## config.mk

```make
export PLATFORM = sky130hd
export DESIGN_NAME = uri_attack_pattern_detector_top
export DESIGN_NICKNAME = d
export VERILOG_FILES = /design/src/uapd_pkg.sv /design/src/uri_attack_pattern_detector_top.sv
export SDC_FILE = /design/constraint.sdc
export NUM_CORES = 1
export LEC_CHECK = 0
export ABC_AREA = 1
export BUFFER_PORTS_ARGS = -buffer_cell sky130_fd_sc_hd__buf_2
export CAP_MARGIN = 40
export CORE_ASPECT_RATIO = 0.9
export CORE_UTILIZATION = 30
export CTS_CLUSTER_SIZE = 12
export DETAILED_ROUTE_END_ITERATION = 6
export SYNTH_ARGS = -nofsm -noshare
export SYNTH_HDL_FRONTEND = slang
export SYNTH_SLANG_ARGS = --single-unit
```

## constraint.sdc

```tcl
create_clock -name aclk -period 4.11 [get_ports aclk]
set_clock_uncertainty 0.2 [all_clocks]
set_input_delay 0.2055 -clock aclk [delete_from_list [all_inputs] [get_ports aclk]]
set_output_delay 0.2055 -clock aclk [all_outputs]
set_load 0.005 [all_outputs]
```

## src/uapd_pkg.sv

```systemverilog
// ----------------------------------------------------------------------------
// uapd_pkg
// Pattern tables, verdict codes and helpers for the URI attack detector.
// ----------------------------------------------------------------------------
package uapd_pkg;

    typedef enum logic [1:0] {
        VERDICT_CLEAN     = 2'd0,
        VERDICT_TRAVERSAL = 2'd1,
        VERDICT_SCRIPT    = 2'd2,
        VERDICT_SQL       = 2'd3
    } verdict_t;

    // Pattern lengths per class, all patterns of a class packed end to end
    localparam int TRAV_LEN   = 18;
    localparam int SCRIPT_LEN = 62;
    localparam int SQL_LEN    = 64;

    // Class hit bits
    localparam int HIT_TRAV   = 0;
    localparam int HIT_SCRIPT = 1;
    localparam int HIT_SQL    = 2;

    // Packed pattern text, first character in the most significant byte.
    // Traversal is case-sensitive; script and sql are stored folded (lower).
    localparam logic [8*TRAV_LEN-1:0] TRAV_TEXT = "../..\\%2e%2e%2E%2E";
    localparam logic [8*SCRIPT_LEN-1:0] SCRIPT_TEXT =
        "<script</script>javascript:onload=onerror=onclick=onmouseover=";
    localparam logic [8*SQL_LEN-1:0] SQL_TEXT =
        "' or  or 'union selectdrop tabledelete frominsert intoupdate set";

    // Bit k set where a pattern begins / ends at packed position k
    localparam logic [TRAV_LEN-1:0] TRAV_START =
        TRAV_LEN'((18'd1 << 0) | (18'd1 << 3) | (18'd1 << 6) | (18'd1 << 12));
    localparam logic [TRAV_LEN-1:0] TRAV_END =
        TRAV_LEN'((18'd1 << 2) | (18'd1 << 5) | (18'd1 << 11) | (18'd1 << 17));

    localparam logic [SCRIPT_LEN-1:0] SCRIPT_START =
        SCRIPT_LEN'((62'd1 << 0) | (62'd1 << 7) | (62'd1 << 16) | (62'd1 << 27) |
                    (62'd1 << 34) | (62'd1 << 42) | (62'd1 << 50));
    localparam logic [SCRIPT_LEN-1:0] SCRIPT_END =
        SCRIPT_LEN'((62'd1 << 6) | (62'd1 << 15) | (62'd1 << 26) | (62'd1 << 33) |
                    (62'd1 << 41) | (62'd1 << 49) | (62'd1 << 61));

    localparam logic [SQL_LEN-1:0] SQL_START =
        SQL_LEN'((64'd1 << 0) | (64'd1 << 5) | (64'd1 << 10) | (64'd1 << 22) |
                 (64'd1 << 32) | (64'd1 << 43) | (64'd1 << 54));
    localparam logic [SQL_LEN-1:0] SQL_END =
        SQL_LEN'((64'd1 << 4) | (64'd1 << 9) | (64'd1 << 21) | (64'd1 << 31) |
                 (64'd1 << 42) | (64'd1 << 53) | (64'd1 << 63));

    // ASCII fold: only 'A'..'Z' map to lower case
    function automatic logic [7:0] fold_case(input logic [7:0] x);
        logic [7:0] y;
        y = x;
        if (x >= 8'h41 && x <= 8'h5A) begin
            y = x + 8'd32;
        end
        return y;
    endfunction

endpackage

```

## src/uri_attack_pattern_detector_top.sv

```systemverilog
// ----------------------------------------------------------------------------
// uri_attack_pattern_detector_top
// Streaming URI scanner: traversal, script and SQL injection substrings.
// ----------------------------------------------------------------------------
// Takes one URI byte per item and runs three shift-and match vectors at once
// (traversal 18 bits, script 62 bits, sql 64 bits), one bit per pattern
// character. A full match sets a sticky class hit. On the item marked
// s_last one result item carries the verdict (traversal over script over
// sql, else clean) and all match state clears for the next URI; other items
// give no result. A zero byte ends the string and later bytes until s_last
// are ignored. Throughput is one item per cycle: the byte compare and vector
// shift are combinational in front of the match registers, and the result
// register lets a new item enter in the same cycle that m_ready takes the
// waiting verdict. m_valid rises in the cycle after the last byte is accepted.
// s_ready drops only while a verdict is held and m_ready is low.
// ----------------------------------------------------------------------------
module uri_attack_pattern_detector_top
    import uapd_pkg::*;
(
    input  logic       aclk,
    input  logic       aresetn,
    input  logic       s_valid,
    output logic       s_ready,
    input  logic [7:0] s_uri_byte,
    input  logic       s_last,
    output logic       m_valid,
    input  logic       m_ready,
    output logic [1:0] m_verdict,
    output logic       m_uri_ok
);

    // Match state
    logic [TRAV_LEN-1:0]   trav_reg,   trav_next;
    logic [SCRIPT_LEN-1:0] script_reg, script_next;
    logic [SQL_LEN-1:0]    sql_reg,    sql_next;
    logic [2:0]            hits_reg,   hits_next;
    logic                  ended_reg,  ended_next;

    // Result register
    logic       m_valid_reg, m_valid_next;
    verdict_t   verdict_reg, verdict_next;

    // Scan results for the current byte
    logic [TRAV_LEN-1:0]   trav_scan;
    logic [SCRIPT_LEN-1:0] script_scan;
    logic [SQL_LEN-1:0]    sql_scan;
    logic [2:0]            hits_all;
    logic [7:0]            byte_folded;
    logic                  accept;
    logic                  scan_en;

    assign s_ready     = !m_valid_reg || m_ready;
    assign accept      = s_valid && s_ready;
    assign scan_en     = !ended_reg && (s_uri_byte != 8'd0);
    assign byte_folded = fold_case(s_uri_byte);

    // Shift-and update: a bit matches if its character equals the byte and
    // it starts a pattern or the previous character of the pattern matched.
    always_comb begin
        for (int k = 0; k < TRAV_LEN; k++) begin
            trav_scan[k] = (TRAV_START[k] || (k > 0 && trav_reg[(k > 0) ? k - 1 : 0]))
                && (TRAV_TEXT[8*(TRAV_LEN-1-k) +: 8] == s_uri_byte);
        end
        for (int k = 0; k < SCRIPT_LEN; k++) begin
            script_scan[k] = (SCRIPT_START[k] ||
                              (k > 0 && script_reg[(k > 0) ? k - 1 : 0]))
                && (SCRIPT_TEXT[8*(SCRIPT_LEN-1-k) +: 8] == byte_folded);
        end
        for (int k = 0; k < SQL_LEN; k++) begin
            sql_scan[k] = (SQL_START[k] || (k > 0 && sql_reg[(k > 0) ? k - 1 : 0]))
                && (SQL_TEXT[8*(SQL_LEN-1-k) +: 8] == byte_folded);
        end
    end

    // Sticky hits including this byte
    always_comb begin
        hits_all = hits_reg;
        if (scan_en) begin
            hits_all[HIT_TRAV]   = hits_reg[HIT_TRAV]   || |(trav_scan & TRAV_END);
            hits_all[HIT_SCRIPT] = hits_reg[HIT_SCRIPT] || |(script_scan & SCRIPT_END);
            hits_all[HIT_SQL]    = hits_reg[HIT_SQL]    || |(sql_scan & SQL_END);
        end
    end

    always_comb begin
        trav_next    = trav_reg;
        script_next  = script_reg;
        sql_next     = sql_reg;
        hits_next    = hits_reg;
        ended_next   = ended_reg;
        m_valid_next = m_valid_reg;
        verdict_next = verdict_reg;

        if (m_valid_reg && m_ready) begin
            m_valid_next = 1'b0;
        end

        if (accept) begin
            if (s_last) begin
                // Verdict by priority, then clear for the next URI
                m_valid_next = 1'b1;
                if (hits_all[HIT_TRAV]) begin
                    verdict_next = VERDICT_TRAVERSAL;
                end else if (hits_all[HIT_SCRIPT]) begin
                    verdict_next = VERDICT_SCRIPT;
                end else if (hits_all[HIT_SQL]) begin
                    verdict_next = VERDICT_SQL;
                end else begin
                    verdict_next = VERDICT_CLEAN;
                end
                trav_next   = '0;
                script_next = '0;
                sql_next    = '0;
                hits_next   = '0;
                ended_next  = 1'b0;
            end else if (!ended_reg) begin
                if (s_uri_byte == 8'd0) begin
                    ended_next = 1'b1;
                end else begin
                    trav_next   = trav_scan;
                    script_next = script_scan;
                    sql_next    = sql_scan;
                    hits_next   = hits_all;
                end
            end
        end
    end

    always_ff @(posedge aclk) begin
        if (!aresetn) begin
            trav_reg    <= '0;
            script_reg  <= '0;
            sql_reg     <= '0;
            hits_reg    <= '0;
            ended_reg   <= 1'b0;
            m_valid_reg <= 1'b0;
        end else begin
            trav_reg    <= trav_next;
            script_reg  <= script_next;
            sql_reg     <= sql_next;
            hits_reg    <= hits_next;
            ended_reg   <= ended_next;
            m_valid_reg <= m_valid_next;
        end
    end

    // Payload, no reset needed
    always_ff @(posedge aclk) begin
        verdict_reg <= verdict_next;
    end

    assign m_valid   = m_valid_reg;
    assign m_verdict = verdict_reg;
    assign m_uri_ok  = (verdict_reg == VERDICT_CLEAN);

    // ------------------------------------------------------------------------
    // Assertions
    // ------------------------------------------------------------------------
    a_last_gives_result: assert property (@(posedge aclk) disable iff (!aresetn)
        s_valid && s_ready && s_last |=> m_valid)
        else $error("last item did not produce a verdict");

    a_state_cleared: assert property (@(posedge aclk) disable iff (!aresetn)
        s_valid && s_ready && s_last |=> hits_reg == 3'd0 && !ended_reg
            && trav_reg == '0 && script_reg == '0 && sql_reg == '0)
        else $error("match state not cleared after last item");

    a_no_spurious: assert property (@(posedge aclk) disable iff (!aresetn)
        s_valid && s_ready && !s_last && !(m_valid && !m_ready) |=> !m_valid)
        else $error("verdict produced without a last item");

    a_ended_freezes: assert property (@(posedge aclk) disable iff (!aresetn)
        ended_reg && !(s_valid && s_ready && s_last) |=> $stable(hits_reg))
        else $error("hits changed after end of string");

endmodule

```

# Yosys cells after proc, flatten, opt, wreduce, memory -nomap -nowiden
# Index checks and enable logic that the tools add are counted.
# classes
addsub	1
magnitude_cmp	2
n_eq_ne	35
n_mux	22
reduce_logical	144
# op_table
cell	n
$mux 63	3
$mux 61	3
$eq 7x8->1 const A	22
$logic_and 1x1->1	130
$eq 6x8->1 const A	11
$mux 17	3
$reduce_or 7->1	2
$mux 3	4
$add 8x6->8 const B	1
$ge 8x7->1 const B	1
$le 8x7->1 const B	1
$logic_not 8->1	1
$mux 8	1
$reduce_bool 8->1	1
$mux 1	6
$logic_or 1x1->1	4
$mux 2	2
$ne 2x2->1 const B	2
$reduce_or 4->1	1
$reduce_and 3->1	1
$logic_not 1->1	2
$logic_not 2->1	1
$reduce_and 2->1	1
# word_totals
ff_bits	148
input_bits	13
word_cells	211

# Logic depth before layout (Yosys ltp)
# logic_depth
word_depth	11
ltp_mapped	18
ltp_nobuf	18

# Least setup slack after synthesis
# Ideal clock, no wire load.
# synth_path
path_type	reg-to-reg
start	register m_valid_reg (netlist: m_valid)
end	register sql_reg[49]
arrival_time_ns	1.603
required_time_ns	3.780
slack_ns	2.177
stages_incl_launch_ff	11
path_cell_list	dfxtp_1 nand2_1 nand2_1 nor2_1 inv_1 nand2_1 inv_1 nand2_1 clkbuf_1 clkbuf_1 o22ai_1
# synth_between
elab_chain_cells	4
# synth_lines
element	line_no	text
from (decl)	uri_attack_pattern_detector_top.sv:40	logic m_valid_reg, m_valid_next;
from (signal assigned)	uri_attack_pattern_detector_top.sv:143	m_valid_reg <= m_valid_next;
$logic_not 1->1	uri_attack_pattern_detector_top.sv:52	assign s_ready = !m_valid_reg || m_ready;
$logic_or 1x1->1	uri_attack_pattern_detector_top.sv:52	
via s_ready	uri_attack_pattern_detector_top.sv:23	output logic s_ready,
$logic_and 1x1->1	uri_attack_pattern_detector_top.sv:53	assign accept = s_valid && s_ready;
$reduce_and 3->1 (no source line)	--	
to (signal assigned)	uri_attack_pattern_detector_top.sv:140	sql_reg <= sql_next;
to (decl)	uri_attack_pattern_detector_top.sv:35	logic [SQL_LEN-1:0] sql_reg, sql_next;
# The timed path passes the listed nets, and every way through them passes these cells.
# A chain may end at the register's enable or synchronous reset.

# Worst setup path after layout
# layout_path
start	input m_ready
end	register script_reg[40]
# layout_between
elab_chain_cells	3
# layout_lines
element	line_no	text
from (decl)	uri_attack_pattern_detector_top.sv:27	input logic m_ready,
$logic_or 1x1->1	uri_attack_pattern_detector_top.sv:52	
$logic_and 1x1->1	uri_attack_pattern_detector_top.sv:53	
$reduce_and 3->1 (no source line)	--	
to (signal assigned)	uri_attack_pattern_detector_top.sv:139	script_reg <= script_next;
to (decl)	uri_attack_pattern_detector_top.sv:34	logic [SCRIPT_LEN-1:0] script_reg, script_next;
# Every way passes these cells.

==> metrics.cfg <==
[place]
place_congestion=0.933
io_buffers=17
hpwl_um=7920

[logic_synthesis]
synth_top_area_share=0.525
synth_mux_area_frac=0
ys.flop_type=dfxtp_1
synth_compound_area_frac=0.188
synth-async-reset-ratio=0
syn_avg_cell_area_um2=8.37
ys_ff_latch=120
yosysUniqueCellTypes=33
synth_top_area_cell=dfxtp_1
syn_area_mm2=0.00450
yosys_warnings=0
synth_nets=552
synthAdderAreaFrac=0.00278
synth_edf_count=2
syn_inst=538
yosys.area_share.simple=0.151
synthTopCellsByArea=dfxtp_1, o22ai_1, inv_1
synth_top_family_by_area=compound AO/OA/AOI/OAI gates
yosysSeqAreaShare=0.538
synth_xor_area_frac=0

[floorplanning]
fp.coreArea_mm2=0.0147
fp.dieW_um=131
core.rowCount=42
initial_core_util=0.307
die_h_um=118
boundaryPins=18
die_area_mm2=0.0155

[min_path]
whs_path_depth=3
hold_start=aresetn
hold_end=m_valid$_SDFF_PN0_
hp-class=in2reg

[cts]
clk_latency_ns=0.41
htree_levels=4
cts-buffers-inserted=17
clock-sinks=120
clk_pin_slew_ns=0.06
postCtsSetupBuffers=0
clockBufferDepth=2
clockRootBuffer=clkbuf_16
cts_tree=built

[setup_path]
arrival_ns=2.84
ff2ff_setup_slack_ns=1.45
crit_path_end_kind=flip-flop
worstRegToRegCells=9
crit_required_ns=4.18
worstPathMaxFanout=49
reg2reg_to=script_reg[40]$_SDFFE_PN0P_
crit_type=in2reg
worst_setup_path_start_kind=primary input
r2r_start=m_valid$_SDFF_PN0_

[finish]
fin_nets=575
largest_reg_flops=55
layout_commonest_cell=inv_1
area_delta_synth_final_pct=21.1
utilization=0.372
drive_gt1_frac=0.125
layout_common_cells=inv_1, dfxtp_1, o22ai_1, nand2_1, nand3_1
diodes=0

[run]
drv_cap=0

[global_routing]
grt_pass1_vias=3602
grt_usage=0.155
grt_pass1_wl_um=18400
grt-ovfl-total=0
antenna_found_initial=0
grt_max_degree=50

[drt]
met1_length_um=5400
routedWlPerCell_um=14.8
top_layer=met4
routed_wl_um=11400
drt_iter0_drc=314
vias=3786
wl_met2_um=5060
wl_met3_um=776
firstDrtPassIters=7
viasPerCell=4.90
antenna_left=0
drc=0

[pwr]
irDropWorstVdd_uv=270
combPwrFrac=0.038
intPower_mw=2.26
swShare=0.212
clock_power_share=0.554
p_per_area_mw_per_mm2=525
netSwitchingPower_uw=605
p_leak_nw=1.88
seqPwrFrac=0.409

[sta]
period_needed_ns=2.77
max_freq_mhz=361
finalMaxSlewViolations=0
setup_tns_ns=0
tightestPinTransition_ns=0.878
period_share=0.674
final-setup-viol-count=0
slew_headroom=0.413
rsz0062_at_grt=false
finalHoldViolations=0

[run_status]
run_status=finished clean

## timing repair
| item | CTS | global route |
|---|---|---|
| gates resized for setup | 0 | 0 |
| hold endpoints to repair | 2 | 0 |
| hold buffers | 2 | 0 |
| setup endpoints to repair | 0 | 0 |
## critical path, stage by stage
cell	delay, ns
dlygate4sd3_1	0.51
buf_2	0.09
inv_1	0.03
nand2_1	0.08
nand2_1	0.11
nor2_1	0.25
inv_1	0.10
nand2_1	0.10
inv_1	0.19
nand2_2	0.71
buf_12	0.32
o22ai_1	0.12
## layout make-up
type / count / area, um^2
Clock buffer: 22 / 474
Tap cell: 198 / 248
Sequential cell: 120 / 2420
Fill cell: 1510 / 9210
Timing Repair Buffer: 20 / 125
Inverter: 126 / 473
Multi-Input combinational cell: 276 / 1540
Clock inverter: 10 / 164
## stage by stage
stage | cell area [um^2] | cells | hold WS (ns) | power [mW] | setup slack, ns
after floorplan | 4500 | 538 | 0.215 | 1.26 | 2.18
after global placement | 4790 | 738 | 0.252 | 1.30 | 1.50
after detailed placement | 4790 | 738 | 0.254 | 1.30 | 1.44
after CTS | 5450 | 772 | 0.00164 | 2.89 | 1.34
after global routing | 5450 | 772 | 0.0262 | 2.96 | 1.09
final | 5450 | 772 | 0.00656 | 2.86 | 1.34
## worst max path at each step
stage / startpoint / endpoint / cells past startpoint
global placement: m_ready / sql_reg[5]$_SDFFE_PN0P_ / 11
global route: m_ready / sql_reg[1]$_SDFFE_PN0P_ / 12
detailed placement: m_ready / script_reg[40]$_SDFFE_PN0P_ / 11
CTS: m_ready / script_reg[40]$_SDFFE_PN0P_ / 12
finish: m_ready / script_reg[40]$_SDFFE_PN0P_ / 12
floorplan: m_valid$_SDFF_PN0_ / sql_reg[49]$_SDFFE_PN0P_ / 10
## power groups by stage
stage	combinational (mW)	clock (mW)	sequential (mW)
floorplan	0.0691	0	1.19
global placement	0.104	0	1.19
detailed placement	0.105	0	1.19
CTS	0.107	1.61	1.17
global route	0.119	1.67	1.17
finish	0.108	1.58	1.17
## cells in the mapped netlist, types with 2 or more instances
| master | instances |
|---|---|
| nor3_1 | 4 |
| nor2_4 | 2 |
| nor2_2 | 4 |
| buf_2 | 4 |
| nand2_1 | 64 |
| o21ai_0 | 17 |
| clkbuf_1 | 11 |
| edfxtp_1 | 2 |
| o32ai_1 | 14 |
| dfxtp_1 | 118 |
| nand3_1 | 30 |
| o22ai_1 | 76 |
| o21ai_1 | 3 |
| o22ai_2 | 6 |
| inv_1 | 121 |
| a21oi_1 | 7 |
| nor2_1 | 28 |
| inv_2 | 5 |
| nand4_1 | 8 |
## cell families (layout without fill, tap and decap cells)
logic type	after synthesis	count (layout)
flops	120	120
compound gates	128	128
fa+ha+maj	1	1
buf+inv	142	178
simple gates	147	147
## routing by layer
layer  track usage  vias up
met3        0.0562       17
met2         0.233      124
met4        0.0544        0
li1              -     1856
met5             0        -
met1         0.203     1789
No activity file was read; power rests on OpenSTA's default activity.
